`config.mk`:
```
export PLATFORM = sky130hd
export DESIGN_NAME = stft_cell
export DESIGN_NICKNAME = d
export VERILOG_FILES = /design/src/rtl/core/stft_pkg.sv /design/src/rtl/core/stft_cell.sv
export SDC_FILE = /design/constraint.sdc
export NUM_CORES = 1
export LEC_CHECK = 0
export BUFFER_PORTS_ARGS = -buffer_cell sky130_fd_sc_hd__buf_2
export CAP_MARGIN = 25
export CORE_ASPECT_RATIO = 0.9
export CORE_MARGIN = 2
export CORE_UTILIZATION = 39
export CTS_BUF_LIST = sky130_fd_sc_hd__clkbuf_8
export DETAILED_ROUTE_END_ITERATION = 6
export GPL_ROUTABILITY_DRIVEN = 0
export PLACE_DENSITY = 0.89
export SYNTH_ARGS = -nofsm -noshare
export SYNTH_HDL_FRONTEND = slang
export SYNTH_SLANG_ARGS = --single-unit
```
`constraint.sdc`:
```
create_clock -name clk -period 4 [get_ports clk]
set_input_delay 0.4 -clock clk [delete_from_list [all_inputs] [get_ports clk]]
set_output_delay 0.4 -clock clk [all_outputs]
set_load 0.01 [all_outputs]
```
`src/rtl/core/stft_pkg.sv`:
```
// Shared types and constants of the sparse triple transpose block.
// Used by stft_cell and sparse_triple_fast_transpose; no dependencies.
`timescale 1ns / 1ps
`default_nettype none

package stft_pkg;

  localparam int MAX_ENTRIES_DEF = 64;
  localparam int MAX_DIM         = 256;

  localparam int DIM_W   = 9;
  localparam int IDX_W   = 8;
  localparam int VALUE_W = 32;
  localparam int CFG_IDX_W = 1;

  localparam logic [CFG_IDX_W-1:0] CFG_ROW_COUNT    = 1'd0;
  localparam logic [CFG_IDX_W-1:0] CFG_COLUMN_COUNT = 1'd1;

  localparam logic [DIM_W-1:0] COLUMN_COUNT_RST = 9'd256;

  typedef struct packed {
    logic [IDX_W-1:0]          in_row;
    logic [IDX_W-1:0]          in_col;
    logic signed [VALUE_W-1:0] in_value;
    logic                      last_entry;
  } stft_in_t;

  typedef struct packed {
    logic [IDX_W-1:0]          out_row;
    logic [IDX_W-1:0]          out_col;
    logic signed [VALUE_W-1:0] out_value;
    logic                      out_last;
  } stft_out_t;

  typedef struct packed {
    logic [IDX_W-1:0]          row;
    logic [IDX_W-1:0]          col;
    logic signed [VALUE_W-1:0] value;
  } stft_entry_t;

  // What one cell shows its neighbors: its entry, and whether that slot
  // sorts after the word being inserted (empty slots always do).
  typedef struct packed {
    logic        vld;
    logic        gt;
    stft_entry_t ent;
  } stft_link_t;

  typedef struct packed {
    logic ins;
    logic shift;
  } stft_ctl_t;

endpackage

`default_nettype wire

```
`src/rtl/core/stft_cell.sv`:
```
// One slot of the sorted entry chain: holds one entry and its valid bit.
// Depends on stft_pkg for the entry, link and control types.
`timescale 1ns / 1ps
`default_nettype none

module stft_cell
  import stft_pkg::*;
(
  input  wire logic        clk,
  input  wire logic        rst_n,
  input  wire stft_ctl_t   ctl,
  input  wire stft_entry_t new_ent,
  input  wire stft_link_t  prev_link,
  input  wire stft_link_t  next_link,
  output stft_link_t       link
);

  logic        vld_r, vld_nxt;
  stft_entry_t ent_r, ent_nxt;
  logic        gt;

  // Slots with a larger column, or empty, move up; equal columns stay ahead.
  assign gt = !vld_r || (ent_r.col > new_ent.col);

  always_comb begin
    vld_nxt = vld_r;
    ent_nxt = ent_r;
    priority if (ctl.shift) begin
      vld_nxt = next_link.vld;
      ent_nxt = next_link.ent;
    end else if (ctl.ins && gt) begin
      if (prev_link.gt) begin
        vld_nxt = prev_link.vld;
        ent_nxt = prev_link.ent;
      end else begin
        vld_nxt = 1'b1;
        ent_nxt = new_ent;
      end
    end else begin
      // hold the slot
      vld_nxt = vld_r;
      ent_nxt = ent_r;
    end
  end

  always_ff @(posedge clk) begin
    if (!rst_n) begin
      vld_r <= 1'b0;
    end else begin
      vld_r <= vld_nxt;
    end
  end

  always_ff @(posedge clk) begin
    ent_r <= ent_nxt;
  end

  assign link.vld = vld_r;
  assign link.gt  = gt;
  assign link.ent = ent_r;

endmodule

`default_nettype wire

```
==> key figures <==
Status
  • Outcome: finished clean

Die
  • Rows: 29
  • Initial Utilization: 39.7%
  • Core area: 6930 µm²
  • Ports: 202
  • Die Span Y: 83.6 µm
  • Die ar.: 7740 µm²
  • Die W: 92.5 µm

Global routing
  • GR Overflow Total: 0
  • Largest net degree at the start of global routing: 52
  • Initial antenna violation count: 0
  • Vias in the first global route: 2620
  • First-pass GRT wire length: 11.6 mm
  • Global-route usage over all layers: 18.8%

Placement
  • DP Worst Slack: 1.22 ns
  • Post-DP Area: 3790 µm²
  • PortBufs: 200
  • DP HPWL: 5.92 mm

Synthesis
  • Yosys top cell area share: 52.4%
  • Area contributors post-synth: edfxtp_1 (52%), mux2i_1 (17%), o21ai_0 (8.9%)
  • EDFF count, synth: 48
  • Post-synthesis xor/xnor area fraction: 0%
  • Syn Std Cell Area: 2750 µm²
  • Ys flop type: edfxtp_1
  • Largest family of logic cells by synthesized area: multiplexers
  • Synth Area in Simple Gates: 9.19%
  • Synth Area in Compound Gates: 11.7%
  • Post-synth ARST share: 0%
  • Mapped Nets: 414
  • Yosys reg bits: 49
  • Avg Inst Size Synth: 10.8 µm²
  • Ys Warns: 0
  • Sequential area share after synthesis: 53.2%
  • Synthesized instance count: 254
  • Post-synth cell types: 23
  • Largest area contributor in the netlist: edfxtp_1
  • Synth top cells by count: nand2_1 (56), o21ai_0 (49), edfxtp_1 (48), mux2i_1 (48), inv_1 (10)
  • Synth Area in Adders: 3.64%
  • Most frequent cell after synthesis: nand2_1
  • Mux contribution to synthesized area: 17.5%

Clocking
  • CTS Hold Bufs: 0
  • Clock Pin Slew Worst Setup and Hold Paths: 0.09 ns
  • Resized cells post-CTS: 0
  • Number of setup buffers added after CTS: 0
  • Longest Clk Path Bufs: 2
  • Worst-Skew Late Latency: 0.29 ns
  • Clock root cell: clkbuf_8
  • TritonCTS Buffers: 5
  • H-tree lvl count: 2
  • Sink Count: 49
  • CTS tree: built

Drt
  • Routed vias/inst: 4.83
  • Routed wire length: 7.32 mm
  • DRC Markers: 0
  • DR iter-0 viols: 94
  • Vias post-DR: 2602
  • Avg WL per Cell: 13.6 µm
  • Detailed Routing Iterations Pass 1: 4
  • DRT antenna net count: 0

Power and ir drop
  • Static leakage: 1.97 nW
  • VDD IR max: 139 µV
  • Pwr/cell area: 322 nW/µm²

Timing
  • Final Cycle Share: 66.6%
  • Setup violators final: 0
  • Setup TNS: 0 ns
  • Worst Tran Pin Value: 0.925 ns
  • Setup WS post-layout: 1.34 ns
  • Fin crit period: 2.66 ns
  • Worst Skew: 0.00619 ns
  • Final hold violation count: 0
  • RSZ-0062 raised after global routing: false
  • Slew margin rel.: 38.3%
  • Hold Slack: 0.324 ns
  • Fmax: 376 MHz
  • Slew Limit Fails: 0

Worst setup path
  • Crit start category: flop
  • Worst EP required: 3.96 ns
  • CP Class: flop to flop
  • Crit-path max cell delay: 0.45 ns
  • Crit-path max FO: 29
  • Cells along the critical path: ha_1 -> nand4_2 -> a211oi_1 -> o311ai_0 -> nand2_2 -> buf_4
  • Crit path arrival time: 2.62 ns
  • Worst Reg2Reg Path Length in Cells: 6
  • CP max-delay cell: buf_4
  • Crit path capture type: flop

Finish
  • Share of cells above drive strength 1: 48.2%
  • Post-Route Utilization: 56.0%
  • Area Growth Syn to Fin: 41.2%
  • Post-route design area: 3880 µm²
  • Nets: 605
  • Inserted Diodes: 0

Flow run
  • Max Cap Viol: 0

Hold path
  • HP Class: input port to flop
  • WHS Path Cells: 2
## through the flow
step / instances / total power [mW]
2_1_floorplan: 254 / 0.828
3_3_place_gp: 531 / 0.969
3_5_place_dp: 531 / 0.986
4_1_cts: 539 / 1.27
5_1_grt: 539 / 1.32
6_report: 539 / 1.25
## metal layers
| metal | share of wire [%] | GRT usage [%] |
|---|---|---|
| met1 | 38 | 19.7 |
| met2 | 53 | 36.1 |
| met3 | 7.3 | 5.15 |
| met4 | 1.3 | 5.56 |
| met5 | 0 | 0 |
## cells by family after synthesis
| logic type | after synthesis |
|---|---|
| AND/OR/NAND/NOR | 61 |
| flip-flops | 49 |
| buffers and inverters | 29 |
| adder cells (fa/ha/maj) | 8 |
| multiplexers | 48 |
| AO/OA/AOI/OAI | 59 |
## cells in the final DEF (no fill, tap or decap)
cell,n
buf_4,3
o311ai_0,1
o221ai_2,1
clkbuf_8,5
ha_1,8
dfxtp_1,1
nand2_2,1
edfxtp_1,48
clkinvlp_4,1
mux2i_1,48
o21a_1,1
a21oi_1,3
nand2_1,55
o21bai_1,1
nand4_2,1
inv_1,10
a211oi_1,1
clkinv_2,2
nand2b_1,2
o22ai_1,1
o31ai_1,1
or3_4,1
o21ai_0,49
nor4_1,1
buf_2,200
## final timing paths
check,startpoint,end,slack [ns]
setup reg to reg,link[39],link[27],1.34
setup / recovery,link[39],link[27],1.34
hold / removal,rst_n,vld_r,0.32
hold reg to reg,vld_r,vld_r,0.74
## where the power goes
part	switching [mW]	internal, mW	leakage, nW
logic	0.167	0.146	1.42
clock network	0.159	0.121	0.0439
registers	0.0175	0.640	0.507
## state kept, by name (all words and copies together) (netlist names)
name and count:
link 48, vld_r 1
## area by class of cell
cell class	count	area [µm²]
Fill cell	621	3050
Clock buffer	5	68.8
Clock inverter	3	17.5
Sequential cell	49	1460
Inverter	10	37.5
Tap cell	93	116
Timing Repair Buffer	203	1020
Multi-Input combinational cell	176	1160
## critical path, delay by kind of cell, from the launching register on
kind | cells | cell delay [ns]
buffers and inverters | 1 | 0.45
AO/OA/AOI/OAI | 2 | 0.54
flip-flops | 1 | 0.41
AND/OR/NAND/NOR | 2 | 0.56
adder cells (fa/ha/maj) | 1 | 0.34
No activity file was read; power rests on OpenSTA's default activity.
